### config.mk
export PLATFORM = sky130hd
export DESIGN_NAME = mmh_seq
export DESIGN_NICKNAME = d
export VERILOG_FILES = /design/src/rtl/core/mmh_pkg.sv /design/src/rtl/core/mmh_seq.sv
export SDC_FILE = /design/constraint.sdc
export NUM_CORES = 1
export LEC_CHECK = 0
export BUFFER_PORTS_ARGS = -buffer_cell sky130_fd_sc_hd__clkbuf_2
export CAP_MARGIN = 20
export CORE_MARGIN = 1.5
export CORE_UTILIZATION = 50
export DETAILED_ROUTE_END_ITERATION = 10
export MAX_ROUTING_LAYER = met4
export PLACE_DENSITY = 0.71
export SETUP_SLACK_MARGIN = 0.2
export SLEW_MARGIN = 20
export SYNTH_ARGS = -nofsm -noshare
export SYNTH_HDL_FRONTEND = slang
export SYNTH_SLANG_ARGS = --single-unit
### constraint.sdc
create_clock -name clk -period 11.7 [get_ports clk]
set_input_delay 1.17 -clock clk [delete_from_list [all_inputs] [get_ports clk]]
set_output_delay 1.17 -clock clk [all_outputs]
set_load 0.05 [all_outputs]
### src/rtl/core/mmh_pkg.sv
// Package for the min-max heap priority queue.
// Holds sizes, request and status codes, entry and sequencer control types.
// No dependencies.
package mmh_pkg;
	localparam int Capacity = 1024;
	localparam int AddrW    = $clog2(Capacity + 1);
	localparam int CountW   = $clog2(Capacity + 1);

	localparam logic [1:0] REQ_INSERT = 2'd0;
	localparam logic [1:0] REQ_MAX    = 2'd1;
	localparam logic [1:0] REQ_MIN    = 2'd2;

	localparam logic [2:0] ST_INSERTED = 3'd0;
	localparam logic [2:0] ST_LARGEST  = 3'd1;
	localparam logic [2:0] ST_SMALLEST = 3'd2;
	localparam logic [2:0] ST_EMPTY    = 3'd3;
	localparam logic [2:0] ST_FULL     = 3'd4;

	typedef struct packed {
		logic [31:0]        ident;
		logic signed [31:0] prio;
	} entry_t;

	typedef struct packed {
		logic [1:0]         req_type;
		logic [31:0]        job_ident;
		logic signed [31:0] job_priority;
	} req_t;

	typedef struct packed {
		logic [2:0]         status;
		logic [31:0]        out_ident;
		logic signed [31:0] out_priority;
		logic [10:0]        waiting_count;
	} rsp_t;

	// Memory port request from the sequencer.
	typedef struct packed {
		logic             rd_en;
		logic [AddrW-1:0] rd_addr;
		logic             wr_en;
		logic [AddrW-1:0] wr_addr;
		entry_t           wr_data;
	} mem_ctl_t;

	// True when slot x sits on a min level (even depth).
	function automatic logic on_min_level(input logic [AddrW-1:0] x);
		logic [$clog2(AddrW)-1:0] msb;
		msb = '0;
		for (int i = 0; i < AddrW; i++) begin
			if (x[i]) msb = ($clog2(AddrW))'(i);
		end
		return ~msb[0];
	endfunction
endpackage

### src/rtl/core/mmh_seq.sv
// Sequencer for the heap: walks insert bubble-up and removal sink-down
// one memory access per cycle with a single shared priority comparator.
// Depends on mmh_pkg and mmh_store (through its ports).
module mmh_seq (
	input  logic              clk,
	input  logic              arst_n,
	input  logic              start,
	input  mmh_pkg::req_t     req,
	output logic              busy,
	output logic              done,
	output mmh_pkg::rsp_t     rsp,
	output mmh_pkg::mem_ctl_t mem,
	input  mmh_pkg::entry_t   rd_data
);
	import mmh_pkg::*;

	localparam int CandW = AddrW + 2;

	localparam logic [4:0] S_IDLE     = 5'd0;
	localparam logic [4:0] S_INS_RD   = 5'd1;  // read parent of the new slot
	localparam logic [4:0] S_INS_CMP  = 5'd2;
	localparam logic [4:0] S_RISE_RD  = 5'd3;  // read grandparent
	localparam logic [4:0] S_RISE_CMP = 5'd4;
	localparam logic [4:0] S_TOP_RD2  = 5'd5;
	localparam logic [4:0] S_TOP_RD3  = 5'd6;
	localparam logic [4:0] S_TOP_SEL  = 5'd7;
	localparam logic [4:0] S_OUT_RD   = 5'd8;  // read the removed slot
	localparam logic [4:0] S_OUT_GET  = 5'd9;
	localparam logic [4:0] S_LAST_RD  = 5'd10; // read last slot
	localparam logic [4:0] S_LAST_GET = 5'd11;
	localparam logic [4:0] S_SINK     = 5'd12; // start a sink level
	localparam logic [4:0] S_CAND_RD  = 5'd13; // issue candidate reads
	localparam logic [4:0] S_CAND_CMP = 5'd14;
	localparam logic [4:0] S_SWAP     = 5'd15;
	localparam logic [4:0] S_PAR_RD   = 5'd16; // read parent of best
	localparam logic [4:0] S_PAR_CMP  = 5'd17;
	localparam logic [4:0] S_WR_CUR   = 5'd18;
	localparam logic [4:0] S_DONE     = 5'd19;

	logic [4:0]        state_q;
	logic [CountW-1:0] count_q;
	logic [AddrW-1:0]  pos_q, best_q, cand_q;
	logic [2:0]        ci_q;
	entry_t            cur_q, best_e_q, top_e_q, out_q;
	logic              want_max_q;
	logic [2:0]        status_q;

	logic signed [31:0] cmp_a, cmp_b;
	logic               beats;
	logic [CandW-1:0]   cand_w;
	logic               cand_ok;
	logic [AddrW-1:0]   next_slot;
	logic               child_best;

	// Shared comparator: does a beat b in the current direction?
	assign beats = want_max_q ? (cmp_a > cmp_b) : (cmp_a < cmp_b);

	assign next_slot  = AddrW'(count_q + 1'b1);
	assign child_best = {2'b00, best_q} < {pos_q, 2'b00};

	// Candidates in order: two children, then four grandchildren.
	always_comb begin
		cand_w = (ci_q < 3'd2) ? ({1'b0, pos_q, 1'b0} + CandW'(ci_q))
		                       : ({pos_q, 2'b00} + CandW'(ci_q - 3'd2));
		cand_ok = (ci_q < 3'd6) && (cand_w <= CandW'(count_q));
	end

	always_comb begin
		cmp_a = rd_data.prio;
		cmp_b = cur_q.prio;
		unique case (state_q) inside
			S_INS_CMP, S_RISE_CMP: begin cmp_a = cur_q.prio; cmp_b = rd_data.prio; end
			S_TOP_SEL:             begin cmp_a = top_e_q.prio; cmp_b = rd_data.prio; end
			S_CAND_CMP:            begin cmp_a = rd_data.prio; cmp_b = best_e_q.prio; end
			default: ;
		endcase
	end

	// cur_q holds the moving entry; pos_q is the hole where it logically
	// sits. Steps write displaced entries to the hole, or cur_q into place.
	always_comb begin
		mem = '0;
		unique case (state_q) inside
			S_INS_RD:  begin mem.rd_en = 1'b1; mem.rd_addr = pos_q >> 1; end
			S_INS_CMP, S_RISE_CMP: begin
				if (beats) begin
					mem.wr_en = 1'b1; mem.wr_addr = pos_q; mem.wr_data = rd_data;
				end
			end
			S_RISE_RD: begin
				if (pos_q > AddrW'(3)) begin mem.rd_en = 1'b1; mem.rd_addr = pos_q >> 2; end
			end
			S_TOP_RD2: begin mem.rd_en = 1'b1; mem.rd_addr = AddrW'(2); end
			S_TOP_RD3: begin mem.rd_en = 1'b1; mem.rd_addr = AddrW'(3); end
			S_OUT_RD:  begin mem.rd_en = 1'b1; mem.rd_addr = pos_q; end
			S_LAST_RD: begin mem.rd_en = 1'b1; mem.rd_addr = AddrW'(count_q); end
			S_CAND_RD: begin
				if (cand_ok) begin mem.rd_en = 1'b1; mem.rd_addr = AddrW'(cand_w); end
			end
			S_SWAP: begin
				if (best_q != pos_q) begin
					mem.wr_en = 1'b1; mem.wr_addr = pos_q; mem.wr_data = best_e_q;
				end
			end
			S_PAR_RD:  begin mem.rd_en = 1'b1; mem.rd_addr = pos_q >> 1; end
			S_PAR_CMP: begin
				if (beats) begin
					mem.wr_en = 1'b1; mem.wr_addr = pos_q >> 1; mem.wr_data = cur_q;
				end
			end
			S_WR_CUR:  begin mem.wr_en = 1'b1; mem.wr_addr = pos_q; mem.wr_data = cur_q; end
			default: ;
		endcase
	end

	assign busy = (state_q != S_IDLE);
	assign done = (state_q == S_DONE);
	assign rsp  = '{status_q, out_q.ident, out_q.prio, count_q};

	always_ff @(posedge clk or negedge arst_n) begin
		if (!arst_n) begin
			state_q    <= S_IDLE;
			count_q    <= '0;
			pos_q      <= '0;
			best_q     <= '0;
			cand_q     <= '0;
			ci_q       <= '0;
			cur_q      <= '0;
			best_e_q   <= '0;
			top_e_q    <= '0;
			out_q      <= '0;
			want_max_q <= 1'b0;
			status_q   <= ST_EMPTY;
		end else begin
			unique case (state_q)
				S_IDLE: if (start) begin
					out_q <= '0;
					unique case (req.req_type)
						REQ_INSERT: begin
							if (count_q < CountW'(Capacity)) begin
								status_q   <= ST_INSERTED;
								count_q    <= count_q + 1'b1;
								pos_q      <= next_slot;
								cur_q      <= '{req.job_ident, req.job_priority};
								want_max_q <= on_min_level(next_slot);
								state_q    <= (count_q == '0) ? S_WR_CUR : S_INS_RD;
							end else begin
								status_q <= ST_FULL;
								state_q  <= S_DONE;
							end
						end
						REQ_MAX: begin
							if (count_q == '0) begin
								status_q <= ST_EMPTY;
								state_q  <= S_DONE;
							end else if (count_q < CountW'(3)) begin
								status_q   <= ST_LARGEST;
								want_max_q <= 1'b1;
								pos_q      <= AddrW'(count_q);
								state_q    <= S_OUT_RD;
							end else begin
								status_q   <= ST_LARGEST;
								want_max_q <= 1'b1;
								state_q    <= S_TOP_RD2;
							end
						end
						REQ_MIN: begin
							if (count_q == '0) begin
								status_q <= ST_EMPTY;
								state_q  <= S_DONE;
							end else begin
								status_q   <= ST_SMALLEST;
								want_max_q <= 1'b0;
								pos_q      <= AddrW'(1);
								state_q    <= S_OUT_RD;
							end
						end
						default: begin
							status_q <= ST_EMPTY;
							state_q  <= S_DONE;
						end
					endcase
				end
				S_INS_RD: state_q <= S_INS_CMP;
				S_INS_CMP: begin
					// Direction was set from the level of the new slot.
					if (beats) pos_q <= pos_q >> 1;
					else want_max_q <= ~want_max_q;
					state_q <= S_RISE_RD;
				end
				S_RISE_RD: state_q <= (pos_q > AddrW'(3)) ? S_RISE_CMP : S_WR_CUR;
				S_RISE_CMP: begin
					if (beats) begin
						pos_q   <= pos_q >> 2;
						state_q <= S_RISE_RD;
					end else state_q <= S_WR_CUR;
				end
				S_TOP_RD2: state_q <= S_TOP_RD3;
				S_TOP_RD3: begin
					top_e_q <= rd_data; // slot 2
					state_q <= S_TOP_SEL;
				end
				S_TOP_SEL: begin
					// Slot 3 wins a tie with slot 2.
					if (beats) begin
						pos_q <= AddrW'(2); out_q <= top_e_q;
					end else begin
						pos_q <= AddrW'(3); out_q <= rd_data;
					end
					state_q <= S_LAST_RD;
				end
				S_OUT_RD: state_q <= S_OUT_GET;
				S_OUT_GET: begin
					out_q   <= rd_data;
					state_q <= S_LAST_RD;
				end
				S_LAST_RD: state_q <= S_LAST_GET;
				S_LAST_GET: begin
					cur_q   <= rd_data;
					count_q <= count_q - 1'b1;
					state_q <= S_SINK;
				end
				S_SINK: begin
					if (pos_q > AddrW'(count_q)) state_q <= S_DONE;
					else if ({1'b0, pos_q, 1'b0} > CandW'(count_q)) state_q <= S_WR_CUR;
					else begin
						best_q   <= pos_q;
						best_e_q <= cur_q;
						ci_q     <= 3'd0;
						state_q  <= S_CAND_RD;
					end
				end
				S_CAND_RD: begin
					cand_q  <= AddrW'(cand_w);
					state_q <= cand_ok ? S_CAND_CMP : S_SWAP;
				end
				S_CAND_CMP: begin
					if (beats) begin best_q <= cand_q; best_e_q <= rd_data; end
					ci_q    <= ci_q + 3'd1;
					state_q <= S_CAND_RD;
				end
				S_SWAP: begin
					if (best_q == pos_q) state_q <= S_WR_CUR;
					else begin
						pos_q   <= best_q;
						state_q <= child_best ? S_WR_CUR : S_PAR_RD;
					end
				end
				S_PAR_RD: state_q <= S_PAR_CMP;
				S_PAR_CMP: begin
					// Parent beats the moving entry: they trade places.
					if (beats) cur_q <= rd_data;
					state_q <= S_SINK;
				end
				S_WR_CUR: state_q <= S_DONE;
				S_DONE: state_q <= S_IDLE;
				default: state_q <= S_IDLE;
			endcase
		end
	end
endmodule

======== Yosys cells after proc, flatten, opt, wreduce, memory -nomap -nowiden ========
Cells that the tools add are included.
storage, ports and cells
  flip-flop bits (word level) ............. 312
  latch bits .............................. 0
  memory bits (writable) .................. 0
  bits in read-only memories .............. 0
  input port bits ......................... 133
  output and inout port bits .............. 168
  word-level logic and storage cells ...... 181
  memories ................................ 0
operators by class
  $add $sub $neg .......................... 6
  multiply operators ...................... 0
  divide/modulo/power cells ............... 0
  order comparisons ....................... 11
  eq/ne operators ......................... 39
  shift operators ......................... 0
  muxes and demuxes ....................... 83
  bitwise operators ....................... 2
  reduce and logical (&&, ||, !) cells .... 24
operators with widths
  kind                number
  $mux 64             8
  $pmux 64 s3         2
  $pmux 76 s4         1
  $mux 76             3
  $mux 11             13
  $pmux 32 s2         2
  $pmux 64 s2         1
  $pmux 5 s17         1
  $pmux 12 s7         1
  $pmux 11 s5         1
  $mux 5              9
  $pmux 11 s2         2
  $eq 5x4->1 const B  8
  $pmux 11 s3         1
  $gt 32x32->1        1
  $lt 32x32->1        1
  $mux 12             2
  $mux 1              23
  $eq 5x3->1 const B  4
  $eq 5x5->1 const B  4
  $ne 2x2->1 const B  10
  $pmux 5 s3          1
  $add 12x3->13       1
  $add 13x13->13      1
  46 further kinds    64

======== Longest topological paths before layout ========
  depth in word-level cells ............... 20
  mapped depth ............................ 20
  depth with buffers taken out ............ 18

======== Worst setup path after synthesis ========
Ideal clock, no wire load.
  kind .................................... register to output
  start ................................... register ci_q[1]
  end ..................................... output mem[78] (netlist name)
  arrival ................................. 4.691 ns
  data required time ...................... 10.530 ns
  setup slack ............................. 5.839 ns
  cell stages (with the launch flop) ...... 18
  buffers on the path ..................... 0
  path through ............................ dfrtp_1 > inv_1 > ha_1 > inv_1 > ha_1 > fa_1 > a211oi_1 > o21ai_0 > a21o_1 > a21oi_1 > xnor2_1 > mux2_2 > ha_1 > a2111oi_0 > nand2_1 > o22ai_1 > nand2_1 > o21ai_0
RTL lines
  what                      RTL line        text
  start: declaration        mmh_seq.sv:43   logic [2:0] ci_q;
  start signal: assignment  mmh_seq.sv:239  ci_q <= ci_q + 3'd1;
  end: declaration          mmh_seq.sv:12   output mmh_pkg::mem_ctl_t mem,

==> summary.md <==
| Metric | Value |
|---|---|
| Status | finished, final reports clean |
| Vias in the first global route | 18077 |
| Period utilization | 71.6% |
| Endpoints failing setup | 0 |
| Core area | 39900 µm² |
| Initial antenna violation count | 1 |
| Tightest Hold Check Type | flip-flop to flip-flop |
| Skew final | 0.0252 ns |
| Setup tns final | 0 ns |
| FP Rows | 73 |
| Resized cells post-CTS | 0 |
| Most frequent cells in the layout | dfrtp_1, clkbuf_2, a22o_1, nand2_1, a21o_1 |
| Synthesis-to-finish area growth | 13.9% |
| HPWL Detailed | approximately 45000 µm |
| Number of synthesized flops with an enable pin | 0 |
| Max_cap viols | 0 |
| # hold bufs at CTS | 0 |
| Vias/cell | 6.57 |
| Clock Tree Buf Depth | 3 |
| RSZ-0062 raised after global routing | no |
| Met2 wire length | approximately 31000 µm |
| First-pass GRT wire length | 106000 µm |
| Worst-margin pin slew | 1.09 ns |
| Post-route ant nets | 0 |
| Total grt overflow | 0 |
| Crit Path Max Fanout | 51 |
| Post-synthesis sequential area ratio | 38.4% |
| Worst-Skew Late Latency | 0.56 ns |
| Final #Nets | between 2000 and 2500 |
| CP Class | flip-flop to output port |
| Fmax | 119 MHz |
| Pre-antenna DRT Iters | 6 |
| Crit end category | output port |
| Footprint of the multi-input gates | between 10000 and 15000 µm² |
| Count of pins over their slew limit | 0 |
| Num Clock Sinks | 312 |
| Top routing layer in use | met4 |
| Commonest non-fill, non-tap cell in the layout | dfrtp_1 |
| DRC | 0 |
| Die height | roughly 200 µm |
| Pre-CTS WS | roughly 4.1 ns |
| Top FF cell, synth | dfrtp_1 |
| Synth warn | 0 |
| Largest net degree at the start of global routing | 102 |
| Starting Density | 50.9% |
| Ys async rst share | between 90% and 100% |
| CTS tree | built |
| Clock slew at reported path FFs | 0.06 ns |
| Critical Path AT | 7.21 ns |
| Root buffer cell | clkbuf_16 |
| Total track usage | approximately a third |
| Hold Vio Cnt, Final | 0 |
| Postcts setup bufs | 0 |
| Htree depth | 2 |
| Post-Route M1 WL | 29200 µm |
| P_leak | 11.5 nW |
| Num CTS Buffers | 38 |
| Minimum clock period | 8.38 ns |
| Setup ws final | ~3.3 ns |
| FF+latch area | 7810 µm² |
| Ports | 301 |
| I/O Buffers | 300 |
| Power Dens Cells | 344 nW/µm² |
| Yosys reg bits | between 300 and 400 |
| Die Area | between 40000 and 50000 µm² |
| Routed WL per cell | 24.2 µm |
| CP required | ~11 ns |
| Mapped Area | ~20000 µm² |
| Final wirelength | 67800 µm |
| Mean Syn Cell Area | 9.95 µm² |
| DR vias | approximately 18000 |
| DIE WIDTH | 205 µm |
| Max VDD drop | approximately 0.00017 V |
| Startpoint class of the critical path | flip-flop |
| Share of layout cells above drive strength 1 | between 20% and 30% |
| DR WL met3 | 6080 µm |
| Synth Net Count | 2271 |
| Cells after Synth | 2043 |
| Synth cell types | 92 |
| First DRT Iteration DRCs | 1770 |
| Fill cells | 3477 |
| Gp weighted congestion | 0.961 |
| Max-slew headroom at the worst pin | 27.0% |
-- power by group --
group	total, mW	switching, mW	internal (mW)
logic	4.63	2.97	1.66
registers	2.13	0.578	1.55
clock network	1.20	0.490	0.710
total	7.96	4.04	3.92
-- kinds of logic (layout without fill, tap and decap cells) --
family	after synthesis	after routing	synth area share, %
AOI/OAI and AO/OA	756	756	29.5
xor gates and xnor gates	36	36	1.55
adders and majority gates	95	95	5.92
buffers and inverters	207	436	5.31
DFF	312	312	38.4
muxes	143	143	7.60
other	0	1	0
and+or+nand+nor	494	494	11.7
-- worst paths after layout --
| check | endpoint | cells past startpoint | start | slack, ns |
|---|---|---|---|---|
| worst max-delay path | mem[31] | 17 | state_q[2]$_DFFE_PN0N_ | 3.32 |
| worst min-delay path | status_q[1]$_DFFE_PN1P_ | 2 | status_q[1]$_DFFE_PN1P_ | 0.48 |
| worst max register to register | cur_q[47]$_DFFE_PN0P_ | 17 | state_q[2]$_DFFE_PN0N_ | 4.66 |
| worst min register to register | status_q[1]$_DFFE_PN1P_ | 2 | status_q[1]$_DFFE_PN1P_ | 0.48 |
| max in group asynchronous | top_e_q[37]$_DFFE_PN0P_ | 2 | arst_n | 9.49 |
| min in group asynchronous | want_max_q$_DFFE_PN0P_ | 1 | arst_n | 0.62 |
-- cell type report --
cell class | instances | area share (%)
Multi-Input combinational cell | 1524 | 49.8
Sequential cell | 312 | 33.7
Timing Repair Buffer | 328 | 7.44
Clock buffer | 53 | 4.79
Tap cell | 525 | 2.84
Clock inverter | 16 | 0.714
Inverter | 39 | 0.632
Antenna cell | 1 | 0.0108
-- per-layer routing --
metal  global-route usage, %  vias up
met2                    49.6      959
met3                    6.22      120
met5                       -        -
li1                        -     8170
met4                    11.4        0
met1                    44.7     9125
-- cells in the mapped netlist (5+ instances only) --
library cell  number  area, µm²
a2111oi_0          5       43.8
a211oi_1          15        113
a21o_1           132        991
a21oi_1           97        485
a21oi_2           58        508
a222oi_1          11        110
a22o_1           181       1590
a22oi_1           37        278
a31oi_1            7       43.8
and3_1             5       31.3
buf_1              6       22.5
buf_2             30        150
buf_4             14        105
buf_6             26        293
clkbuf_1          91        342
dfrtp_1          310       7760
ha_1              93       1160
inv_1             38        143
mux2_2            67        754
mux2_4             5       75.1
mux2i_1           68        681
nand2_1          169        634
nand2b_1           8       50.1
nand3_1           25        125
nand4_1           18        113
nor2_1           120        450
nor2b_1            8       50.1
nor3_1            33        165
nor4_1             8       50.1
o211ai_1           6       45.0
o21a_1            11       82.6
o21ai_0           61        305
o221a_1           30        338
o221a_2           44        495
o22ai_1            6       37.5
or3_1             73        457
xnor2_1           33        289
-- critical path: stages, from the launching register on --
cell and delay [ns]:
dfrtp_1 0.80, clkinv_1 0.49, nand2_1 0.31, a21oi_4 0.08, or2_2 0.63, nor2_4 0.75
a21oi_1 0.19, ha_1 0.35, a21oi_1 0.17, nand2_1 0.08, a221o_1 0.35, or3_4 0.39
o211ai_4 0.26, and3_2 0.44, buf_4 0.56, a22o_1 0.25, a21o_1 0.12, clkbuf_2 0.29
-- state kept, by name (all words and copies together), names as in the netlist --
signal	flops
best_e_q	64
cur_q	64
rsp	64
top_e_q	64
best_q	11
cand_q	11
count_q	11
pos_q	11
state_q	5
ci_q	3
status_q	3
want_max_q	1
-- metrics by stage --
| step | util, % | hold WS, ns | area (µm²) | power, mW | std cells |
|---|---|---|---|---|---|
| finish | 58.0 | 0.483 | 23100 | 7.96 | 2798 |
| global route | 58.0 | 0.497 | 23100 | 8.43 | 2798 |
| CTS | 58.0 | 0.483 | 23100 | 7.92 | 2797 |
| detailed placement | 54.8 | 0.470 | 21900 | 6.69 | 2728 |
| global placement | 54.8 | 0.461 | 21900 | 6.59 | 2728 |
| floorplan | - | 0.445 | 20300 | 5.53 | 2043 |
No activity file was read; power rests on OpenSTA's default activity.
